<file path="src/rtl/mlp_backprop_train_step_top_macros.svh">
// Assertion macros for the 2-2-2 MLP training step.
// Taken in by the files that assert; needs clk and rst in scope.
`ifndef MLP_BACKPROP_TRAIN_STEP_TOP_MACROS_SVH
`define MLP_BACKPROP_TRAIN_STEP_TOP_MACROS_SVH

// same-cycle implication
`define MLPBP_ASSERT_IMPL(label, ante, cons, msg) \
  label: assert property (@(posedge clk) disable iff (rst) (ante) |-> (cons)) \
    else $error(msg);

// next-cycle implication
`define MLPBP_ASSERT_NEXT(label, ante, cons, msg) \
  label: assert property (@(posedge clk) disable iff (rst) (ante) |=> (cons)) \
    else $error(msg);

`endif

</file>
<file path="src/rtl/mlpbp_pkg.sv">
// Package for the 2-2-2 MLP training step: fixed-point constants and the
// sigmoid lookup table, built at elaboration. No dependencies.
package mlpbp_pkg;

  localparam int FRAC_BITS = 12;
  localparam int SIG_DEPTH = 256;
  localparam int IDX_W     = $clog2(SIG_DEPTH);
  localparam int NET_W     = 16;
  localparam int ACT_W     = FRAC_BITS + 1;
  localparam int LR_W      = 13;
  localparam int ERR_W     = 12;
  localparam int TGT_W     = 13;

  localparam logic [ACT_W-1:0]        ONE_Q    = ACT_W'(1 << FRAC_BITS);
  localparam logic [LR_W-1:0]         LR_RESET = LR_W'(410);
  localparam logic signed [NET_W-1:0] W_ONE    = NET_W'(1 << FRAC_BITS);
  localparam logic signed [NET_W-1:0] W_MONE   = -NET_W'(1 << FRAC_BITS);

  localparam longint unsigned Q31_ONE  = 64'd2147483648;
  localparam longint unsigned EXP_BASE = 64'd2147450880;

  typedef logic [ACT_W-1:0] sig_table_t [SIG_DEPTH];

  function automatic longint unsigned mul_q31(input longint unsigned a,
                                              input longint unsigned b);
    return (a * b + (Q31_ONE >> 1)) >> 31;
  endfunction

  function automatic longint unsigned exp_neg_q31(input longint unsigned arg);
    longint unsigned r;
    longint unsigned b;
    longint unsigned a;
    r = Q31_ONE;
    b = EXP_BASE;
    a = arg;
    while (a != 0) begin
      if (a[0]) r = mul_q31(r, b);
      b = mul_q31(b, b);
      a = a >> 1;
    end
    return r;
  endfunction

  // restoring shift-subtract quotient
  function automatic longint unsigned udiv_u64(input longint unsigned num,
                                               input longint unsigned dvs);
    longint unsigned q;
    longint unsigned r;
    q = '0;
    r = '0;
    for (int i = 63; i >= 0; i--) begin
      r = {r[62:0], num[i]};
      if (r >= dvs) begin
        r    = r - dvs;
        q[i] = 1'b1;
      end
    end
    return q;
  endfunction

  function automatic sig_table_t build_sig_table();
    sig_table_t      t;
    longint          c;
    longint unsigned mag;
    longint unsigned den;
    longint unsigned s;
    for (int i = 0; i < SIG_DEPTH; i++) begin
      c   = longint'(((64'(2 * i + 1)) * 64'd32768) >> IDX_W) - 64'sd32768;
      mag = longint'(c < 0 ? -c : c) << (16 - FRAC_BITS);
      den = Q31_ONE + exp_neg_q31(mag);
      s   = udiv_u64((64'd1 << (31 + FRAC_BITS)) + (den >> 1), den);
      t[i] = (c < 0) ? ACT_W'(64'(1 << FRAC_BITS) - s) : ACT_W'(s);
    end
    return t;
  endfunction

  localparam sig_table_t SIG_TABLE = build_sig_table();

endpackage

</file>
<file path="src/rtl/mlp_backprop_train_step_top.sv">
// One backpropagation training step of a 2-2-2 sigmoid MLP, Q4.12 fixed point.
// Uses mlpbp_pkg and mlp_backprop_train_step_top_macros.svh.
//
// Each request on s_axis carries two inputs and two targets. The block runs the
// forward pass, output and hidden deltas, then updates all eight weights, all
// on one shared 31x18 multiplier with a registered product and an accumulator,
// stepped by a small sequencer. A request passes through the forward/delta
// steps, the weight-update steps and a load of the output register before the
// result is offered on m_axis; s_tready is high only while idle, so a request
// is taken only once the last one has reached the output register. A result may
// wait in the output register while the next request is taken. The user must
// write the learning rate through cfg_we/cfg_wdata while idle; nothing enforces it.
`include "mlp_backprop_train_step_top_macros.svh"

module mlp_backprop_train_step_top (
  input  logic                       clk,
  input  logic                       rst,
  input  logic                       cfg_we,
  input  logic [mlpbp_pkg::LR_W-1:0] cfg_wdata,     // learning_rate
  input  logic                       s_tvalid,
  output logic                       s_tready,
  input  logic [63:0]                s_tdata,       // input_one, input_two, target_one, target_two
  output logic                       m_tvalid,
  input  logic                       m_tready,
  output logic [55:0]                m_tdata        // output_one, output_two, error_one, error_two
);
  import mlpbp_pkg::*;

  typedef enum logic [1:0] {ST_IDLE, ST_RUN, ST_UPD, ST_FIN} state_t;

  state_t                    state;
  logic [4:0]                step;
  logic [3:0]                k;
  logic                      ph;
  logic [LR_W-1:0]           lr;
  logic signed [NET_W-1:0]   wt [8];
  logic signed [NET_W-1:0]   x1, x2;
  logic [TGT_W-1:0]          t1, t2;
  logic [ACT_W-1:0]          n1, n2, y1, y2;
  logic signed [ERR_W-1:0]   d1, d2;
  logic signed [11:0]        sl;
  logic signed [17:0]        s1, s2;
  logic signed [NET_W-1:0]   hd1, hd2;
  logic signed [33:0]        acc;
  logic signed [47:0]        prod;
  logic signed [30:0]        mul_a;
  logic signed [17:0]        mul_b;
  logic signed [48:0]        mul_full;
  logic [ACT_W-1:0]          acc_sig;
  logic signed [47:0]        prod_r12;
  logic signed [13:0]        ty1, ty2;
  logic signed [NET_W-1:0]   upd_delta, upd_act;
  logic [2:0]                kw;
  logic signed [NET_W-1:0]   w_new;
  logic [ACT_W-1:0]          out_y1, out_y2;
  logic signed [ERR_W-1:0]   out_d1, out_d2;

  function automatic logic signed [47:0] rnd_sh(input logic signed [47:0] v, input int n);
    return (v + (48'sd1 <<< (n - 1))) >>> n;
  endfunction

  function automatic logic signed [47:0] sat_val(input logic signed [47:0] v,
                                                 input logic signed [47:0] lo,
                                                 input logic signed [47:0] hi);
    return (v < lo) ? lo : ((v > hi) ? hi : v);
  endfunction

  function automatic logic signed [47:0] sat16(input logic signed [47:0] v);
    return sat_val(v, -48'sd32768, 48'sd32767);
  endfunction

  function automatic logic signed [30:0] ext_u13(input logic [ACT_W-1:0] v);
    return 31'(signed'({1'b0, v}));
  endfunction

  // net from accumulator -> sigmoid table
  always_comb begin
    logic signed [NET_W-1:0] net;
    logic [NET_W-1:0]        biased;
    net     = NET_W'(sat16(rnd_sh(48'(acc), FRAC_BITS)));
    biased  = {~net[NET_W-1], net[NET_W-2:0]};
    acc_sig = SIG_TABLE[biased[NET_W-1 -: IDX_W]];
  end

  assign prod_r12  = rnd_sh(prod, FRAC_BITS);
  assign ty1       = signed'({1'b0, t1}) - signed'({1'b0, y1});
  assign ty2       = signed'({1'b0, t2}) - signed'({1'b0, y2});
  assign kw        = 3'(k - 4'd1);
  assign upd_delta = k[2] ? (k[0] ? hd2 : hd1) : NET_W'(k[0] ? d2 : d1);
  assign upd_act   = k[2] ? (k[1] ? x2 : x1) : signed'({3'b000, (k[1] ? n2 : n1)});
  assign w_new     = NET_W'(sat16(48'(wt[kw]) + rnd_sh(prod, 2 * FRAC_BITS)));

  // shared multiplier operand select
  always_comb begin
    mul_a = '0;
    mul_b = '0;
    if (state == ST_RUN) begin
      case (step)
        5'd0:  begin mul_a = 31'(x1); mul_b = 18'(wt[4]); end
        5'd1:  begin mul_a = 31'(x2); mul_b = 18'(wt[6]); end
        5'd2:  begin mul_a = 31'(x1); mul_b = 18'(wt[5]); end
        5'd3:  begin mul_a = 31'(x2); mul_b = 18'(wt[7]); end
        5'd6:  begin mul_a = ext_u13(n1); mul_b = 18'(wt[0]); end
        5'd7:  begin mul_a = ext_u13(n2); mul_b = 18'(wt[2]); end
        5'd8:  begin mul_a = ext_u13(n1); mul_b = 18'(wt[1]); end
        5'd9:  begin mul_a = ext_u13(n2); mul_b = 18'(wt[3]); end
        5'd11: begin mul_a = ext_u13(y1); mul_b = 18'(ext_u13(ONE_Q - y1)); end
        5'd13: begin mul_a = 31'(sl); mul_b = 18'(ty1); end
        5'd14: begin mul_a = ext_u13(y2); mul_b = 18'(ext_u13(ONE_Q - y2)); end
        5'd16: begin mul_a = 31'(sl); mul_b = 18'(ty2); end
        5'd17: begin mul_a = 31'(wt[0]); mul_b = 18'(d1); end
        5'd18: begin mul_a = 31'(wt[1]); mul_b = 18'(d2); end
        5'd19: begin mul_a = 31'(wt[2]); mul_b = 18'(d1); end
        5'd20: begin mul_a = 31'(wt[3]); mul_b = 18'(d2); end
        5'd22: begin mul_a = ext_u13(n1); mul_b = 18'(ext_u13(ONE_Q - n1)); end
        5'd24: begin mul_a = 31'(sl); mul_b = s1; end
        5'd25: begin mul_a = ext_u13(n2); mul_b = 18'(ext_u13(ONE_Q - n2)); end
        5'd27: begin mul_a = 31'(sl); mul_b = s2; end
        default: begin mul_a = '0; mul_b = '0; end
      endcase
    end else if (state == ST_UPD) begin
      if (!ph) begin
        mul_a = 31'(signed'({1'b0, lr}));
        mul_b = 18'(upd_delta);
      end else begin
        mul_a = prod[30:0];
        mul_b = 18'(upd_act);
      end
    end
  end

  assign mul_full = mul_a * mul_b;
  assign s_tready = (state == ST_IDLE);
  assign m_tdata  = {6'b0, out_d2, out_d1, out_y2, out_y1};

  always_ff @(posedge clk) begin
    prod <= mul_full[47:0];
    if (rst) begin
      state    <= ST_IDLE;
      step     <= '0;
      k        <= '0;
      ph       <= 1'b0;
      lr       <= LR_RESET;
      m_tvalid <= 1'b0;
      wt[0]    <= W_ONE;
      wt[1]    <= W_MONE;
      wt[2]    <= '0;
      wt[3]    <= W_ONE;
      wt[4]    <= W_MONE;
      wt[5]    <= '0;
      wt[6]    <= '0;
      wt[7]    <= W_ONE;
    end else begin
      if (cfg_we) lr <= cfg_wdata;
      if (m_tvalid && m_tready && state != ST_FIN) m_tvalid <= 1'b0;
      case (state)
        ST_IDLE: begin
          if (s_tvalid) begin
            x1    <= s_tdata[15:0];
            x2    <= s_tdata[31:16];
            t1    <= s_tdata[44:32];
            t2    <= s_tdata[57:45];
            step  <= '0;
            state <= ST_RUN;
          end
        end
        ST_RUN: begin
          step <= step + 5'd1;
          case (step)
            5'd1:  acc <= 34'(prod);
            5'd2:  acc <= acc + 34'(prod);
            5'd3:  begin n1 <= acc_sig; acc <= 34'(prod); end
            5'd4:  acc <= acc + 34'(prod);
            5'd5:  n2 <= acc_sig;
            5'd7:  acc <= 34'(prod);
            5'd8:  acc <= acc + 34'(prod);
            5'd9:  begin y1 <= acc_sig; acc <= 34'(prod); end
            5'd10: acc <= acc + 34'(prod);
            5'd11: y2 <= acc_sig;
            5'd12: sl <= 12'(prod_r12);
            5'd14: d1 <= ERR_W'(sat_val(prod_r12, -48'sd2048, 48'sd2047));
            5'd15: sl <= 12'(prod_r12);
            5'd17: d2 <= ERR_W'(sat_val(prod_r12, -48'sd2048, 48'sd2047));
            5'd18: acc <= 34'(prod);
            5'd19: acc <= acc + 34'(prod);
            5'd20: begin s1 <= 18'(rnd_sh(48'(acc), FRAC_BITS)); acc <= 34'(prod); end
            5'd21: acc <= acc + 34'(prod);
            5'd22: s2 <= 18'(rnd_sh(48'(acc), FRAC_BITS));
            5'd23: sl <= 12'(prod_r12);
            5'd25: hd1 <= NET_W'(sat16(prod_r12));
            5'd26: sl <= 12'(prod_r12);
            5'd28: begin
              hd2   <= NET_W'(sat16(prod_r12));
              k     <= '0;
              ph    <= 1'b0;
              state <= ST_UPD;
            end
            default: ;
          endcase
        end
        ST_UPD: begin
          ph <= ~ph;
          if (!ph) begin
            if (k != 4'd0) wt[kw] <= w_new;
            if (k == 4'd8) state <= ST_FIN;
          end else begin
            k <= k + 4'd1;
          end
        end
        ST_FIN: begin
          if (!m_tvalid || m_tready) begin
            out_y1   <= y1;
            out_y2   <= y2;
            out_d1   <= d1;
            out_d2   <= d2;
            m_tvalid <= 1'b1;
            state    <= ST_IDLE;
          end
        end
        default: state <= ST_IDLE;
      endcase
    end
  end

  `MLPBP_ASSERT_NEXT(a_accept_starts, s_tvalid && s_tready, state == ST_RUN && step == 5'd0, "accept did not start the sequencer")
  `MLPBP_ASSERT_IMPL(a_upd_bound, state == ST_UPD, k <= 4'd8, "weight index ran past the last weight")
  `MLPBP_ASSERT_NEXT(a_upd_done, state == ST_UPD && k == 4'd8 && !ph, state == ST_FIN, "update pass did not finish")
  `MLPBP_ASSERT_NEXT(a_result_load, state == ST_FIN && (!m_tvalid || m_tready), m_tvalid && state == ST_IDLE, "result not loaded")

endmodule
</file>
<file path="config.mk">
export PLATFORM = sky130hd
export DESIGN_NAME = mlp_backprop_train_step_top
export DESIGN_NICKNAME = d
export VERILOG_FILES = /design/src/rtl/mlpbp_pkg.sv /design/src/rtl/mlp_backprop_train_step_top.sv
export VERILOG_INCLUDE_DIRS = /design/src /design/src/rtl
export SDC_FILE = /design/constraint.sdc
export NUM_CORES = 2
export LEC_CHECK = 0
export ABC_AREA = 1
export ABC_CLOCK_PERIOD_IN_PS = 10800
export BUFFER_PORTS_ARGS = -buffer_cell sky130_fd_sc_hd__buf_4
export CORE_AREA = 4 4 301 303
export DETAILED_ROUTE_END_ITERATION = 10
export DIE_AREA = 0 0 305 307
export PLACE_DENSITY = 0.77
export SLEW_MARGIN = 20
export SYNTH_ARGS = -nofsm -noshare
export SYNTH_HDL_FRONTEND = slang
export SYNTH_SLANG_ARGS = --single-unit
</file>
<file path="constraint.sdc">
create_clock -name clk -period 10.8 [get_ports clk]
set_input_delay 1.62 -clock clk [delete_from_list [all_inputs] [get_ports clk]]
set_output_delay 1.62 -clock clk [all_outputs]
set_load 0.02 [all_outputs]
</file>
# == Yosys cells after proc, flatten, opt, wreduce, memory -nomap -nowiden ==
# Memories as Yosys holds them, arrays and structs flattened.
# Index checks and enable logic that the tools add are counted.
# op_classes
bitwise_logic,4
n_eq_ne,39
n_mul,1
reduce_logical,39
n_mux,51
magnitude_cmp,9
n_addsub,14
# op_table
cell,n
$pmux 31 s11,1
$pmux 18 s18,1
$mux 16,12
$mux 31,3
$pmux 34 s2,1
$eq 5x5->1 const B,13
$mux 18,3
$sub 13x13->13 const A,4
$add 48x13->48 const B,1
$add 48x25->48 const B,1
$mul 31x18->48,1
$reduce_and 3->1,15
$eq 5x4->1 const B,8
$mux 13,3
$gt 36x12->1 const B,1
$gt 36x16->1 const B,1
$lt 36x12->1 const B,1
$lt 36x16->1 const B,1
$add 34x13->35 const B,1
$add 34x34->34,1
$sub 13x13->14,2
$add 16x24->25,1
$gt 25x16->1 const B,1
$lt 25x16->1 const B,1
other kinds (40),79
# totals
ramBits,128
memories,2
romBits,3328
elab_cells,186
in_bits,82
register_bits,372
# mem_list
memory,words,word_bits,read_ports,rd_ports_with_merged_regs,wr,line,rtl
(name not given),256,13,1,0,0,mlp_backprop_train_step_top.sv:82,acc_sig = SIG_TABLE[biased[NET_W-1 -: IDX_W]];
wt,8,16,9,0,8,mlp_backprop_train_step_top.sv:36,logic signed [NET_W-1:0] wt [8];

# == Depth between registers and ports, before layout ==
# depth
word_depth,9
depth_mapped,51
mapped_depth_nobuf,49

# == Least setup slack after synthesis ==
# OpenSTA, ideal clock, no wires.
# synth_path
path_kind,reg2reg
from,register step[0]
to,register prod[47]
period_less_slack_ns,7.776
path_stages_with_launch,44
arrival_ns,7.664
t_required_ns,10.688
setup_time_ns,0.112
setup_slack_ns,3.024
cell_sequence,dfxtp_1 inv_1 ha_1 inv_1 nor2_1 nand2_2 buf_4 inv_2 nand2_1 nand4_1 o21ai_1 ha_1 nor2_1 nor3_1 nor2_1 nand4_1 nand2_1 inv_1 [8 not listed] fa_1 inv_1 fa_1 inv_1 fa_1 inv_1 ha_1 nand2_1 nor2_1 nand2_1 nor3_1 nand3_1 nand3_1 nand2_1 o211ai_1 a21oi_1 nand3_1 nand2_1
# synth_between
elab_chain_cells,5
# synth_lines
element,line,rtl
from (decl),mlp_backprop_train_step_top.sv:32,logic [4:0] step;
from (signal assigned),mlp_backprop_train_step_top.sv:168,step <= step + 5'd1;
$eq 5x5->1 (tied with other cells),mlp_backprop_train_step_top.sv:98,case (step)
$reduce_or 4->1 (no line) (tied with other cells),--,
$pmux 31 s11 or $pmux 18 s18 (tied branches),mlp_backprop_train_step_top.sv:98,
$mux 31 or $mux 18 (tied branches),mlp_backprop_train_step_top.sv:97,if (state == ST_RUN) begin
$mul 31x18->48 (*),mlp_backprop_train_step_top.sv:132,assign mul_full = mul_a * mul_b;
net mul_full[47],mlp_backprop_train_step_top.sv:48,logic signed [48:0] mul_full;
to (signal assigned),mlp_backprop_train_step_top.sv:137,prod <= mul_full[47:0];
to (decl),mlp_backprop_train_step_top.sv:45,logic signed [47:0] prod;
# Mark *: on every way through the listed nets, which the timed path passes. The rest lies on a longest branch.
# A chain may end at the register's enable or synchronous reset.

# == Worst setup path after layout ==
# layout_path
from,register step[0]
to,register prod[46]
# The elaborated chain is that of the path after synthesis.

==> results_dict.tcl <==
set metrics [dict create \
    fin_ws_ns 0.515 \
    place_area_um2 52700 \
    grt_pass1_wl_um 278000 \
    slew_headroom 0.155 \
    core_region_area_um2 88000 \
    whs_path_depth 0 \
    gr-usage-met2 0.573 \
    nFillCells 7744 \
    grt_pass1_vias 44000 \
    hold_violations 0 \
    preCtsSetupSlack_ns 0.973 \
    synth-async-reset-ratio 0 \
    numCtsBuffers 52 \
    die_y_um 307 \
    setup.worst_path.class "flip-flop to flip-flop" \
    status "finished clean" \
    synth_top_area_share 0.253 \
    path_clk_slew_ns 0.07 \
    grt_setup_unrepaired "no" \
    tightest_slew_ns 1.24 \
    cts_setup_buffers 0 \
    routed_wl_um 187000 \
    clock-sinks 494 \
    crit_arrival_ns 10.83 \
    wire_per_inst_um 25.0 \
    clock_path_buffers 3 \
    clkLatencyLatePin_ns 0.66 \
    postRouteAntennaNets 0 \
    cts_hold_buf 0 \
    final.min_clock_period_ns 10.28 \
    ys_types 69 \
    cts_tree "done" \
    die-area_um2 93600 \
    synthTopCellsByArea "edfxtp_1 (25%), fa_1 (22%), nand2_1 (9.0%)" \
    syn_inst 6106 \
    reg2regPathDepth 28 \
    cpPeakStageDelay_ns 0.82 \
    antenna_found_initial 6 \
    met3_usage 0.120 \
    drt_iter0_drc 6809 \
    timing.final.crit_share 0.952 \
    ys.flop_type "edfxtp_1" \
    initial_utilization 0.566 \
    root_buffer "clkbuf_16" \
    setup-violations-final 0 \
    syn_to_final_growth_pct 9.25 \
    path_common_cell "fa_1" \
    ys_ff_latch 494 \
    yosysWarnings 0 \
    synth_area_um2 49800 \
    cap_violations 0 \
    dr.pass1.iters 8 \
    dp_hpwl_um 147000 \
    gr-total-overflow 0 \
    ys_seq_area_frac 0.283 \
    worstSetupEndpointType "flip-flop" \
    tns_ns 0 \
    required_ns 11.35 \
    cts_max_level 2 \
    die_w_um 305 \
    grt_use_total 0.394 \
    gp_congestion 1.06 \
    max_freq_mhz 97.2 \
    worst_setup_path_start_kind "flip-flop" \
    crit_fanout 10 \
    layout.nets 7118 \
    use_met1 0.552 \
    final_layout_size_suffix_gt1_frac 0.0785 \
    synth_edf_count 420 \
    cts_resized 0 \
    routed_via_density 6.08 \
    drc 0 \
    multi_input_area_um2 30500 \
    synth_top_area_cell "edfxtp_1" \
    io_buffers 125 \
    report.final.slew_viol_count 0 \
    slowest_stage "nor4_1" \
    finalNonFillerCells 7477 \
    num_vias 45500 \
    syn_area_per_cell_um2 8.15 \
    dp_cells 7382 \
    hold_class "flip-flop to flip-flop" \
    finClkSkew_ns 0.0458 \
    seq_area_um2 14100 \
    fin_area_um2 54400 \
    io_pins 140 \
    grt-busiest-layer "met2" \
    grt_max_degree 59 \
    num_rows 109 \
]
-- Yosys cell counts (34+ instances only) --
master / count
nand2_1: 1194
inv_1: 1132
nor2_1: 762
fa_1: 535
edfxtp_1: 420
a21oi_1: 290
o21ai_0: 283
nand3_1: 246
ha_1: 230
clkbuf_1: 98
xor2_1: 90
dfxtp_1: 74
a221oi_1: 69
o22ai_1: 62
nor3_1: 61
buf_2: 54
nand4_1: 50
xnor2_1: 47
inv_2: 34
-- cell families (layout without fill, tap and decap cells) --
logic type,Yosys count,count (layout),share of synthesized area
simple gates,2420,2420,0.201
buf+inv,1371,1567,0.107
compound gates,917,917,0.111
fa+ha+maj,765,765,0.273
flops,494,494,0.283
xor+xnor,137,137,0.0241
other cells,1,11,0.0000753
mux,1,1,0.000201
-- final cells by class --
class	count	share of cell area
diodes	3	0.000138
clock buffers	65	0.0248
clock inverters	27	0.00628
inverters	1184	0.0817
multi-input cells	4248	0.560
flip-flops and latches	494	0.259
well taps	1165	0.0268
repair buffers	291	0.0411
-- worst max-delay path, delay by kind of cell (launching register included) --
family / cells / cell delay, ns
AOI/OAI and AO/OA: 5 / 1.63
xor gates and xnor gates: 1 / 0.16
adders and majority gates: 8 / 3.77
buffers and inverters: 6 / 1.31
DFF: 1 / 0.41
and+or+nand+nor: 8 / 2.84
-- flip-flops by register name, summed over array words and instances (netlist names), 13 cells and up --
register  flops
prod         48
lr           13
x1           16
hd2          16
acc          34
hd1          16
x2           16
s1           18
t1           13
t2           13
wt          128
s2           18
-- layout by cell type (no fill, tap or decap), types with 11 or more instances in the layout --
master	instances
a31oi_1	24
o211ai_1	30
nand2_1	1194
nor2_1	755
a221o_1	11
o221ai_1	12
ha_1	229
fa_1	535
a21oi_1	289
clkbuf_1	13
o21ai_1	11
xnor2_1	47
o22ai_1	62
nor2_2	15
a21oi_2	16
nand2_2	11
o2111ai_1	18
clkinv_1	29
edfxtp_1	420
o21ai_0	283
nor3_1	60
nor4_1	19
clkbuf_16	52
nand4_1	50
inv_2	34
a211oi_1	20
dfxtp_1	74
or2_2	25
buf_4	287
a221oi_1	69
xor2_1	90
inv_1	1132
nand3_1	246
-- metrics by stage --
step            util  hold slack, ns
3_3_place_gp   0.599           0.432
4_1_cts        0.618           0.449
3_5_place_dp   0.599           0.432
5_1_grt        0.618           0.463
6_report       0.618           0.451
2_1_floorplan      -           0.426
-- metal layers --
metal / vias up / share of wire
met3: 549 / 0.15
li1: 19900 / -
met1: 21700 / 0.38
met5: - / 0.00041
met4: 10 / 0.052
met2: 3302 / 0.42
-- worst paths after layout --
| kind | start | endpoint | slack, ns |
|---|---|---|---|
| worst max register to register | step[0] | prod[46] | 0.52 |
| worst max-delay path | step[0] | prod[46] | 0.52 |
| worst min register to register | y2[5] | out_y2[5] | 0.45 |
| worst min-delay path | y2[5] | out_y2[5] | 0.45 |
Power is not shown: default switching activity piles up to over one toggle a cycle in this logic, so the estimate is an artifact.
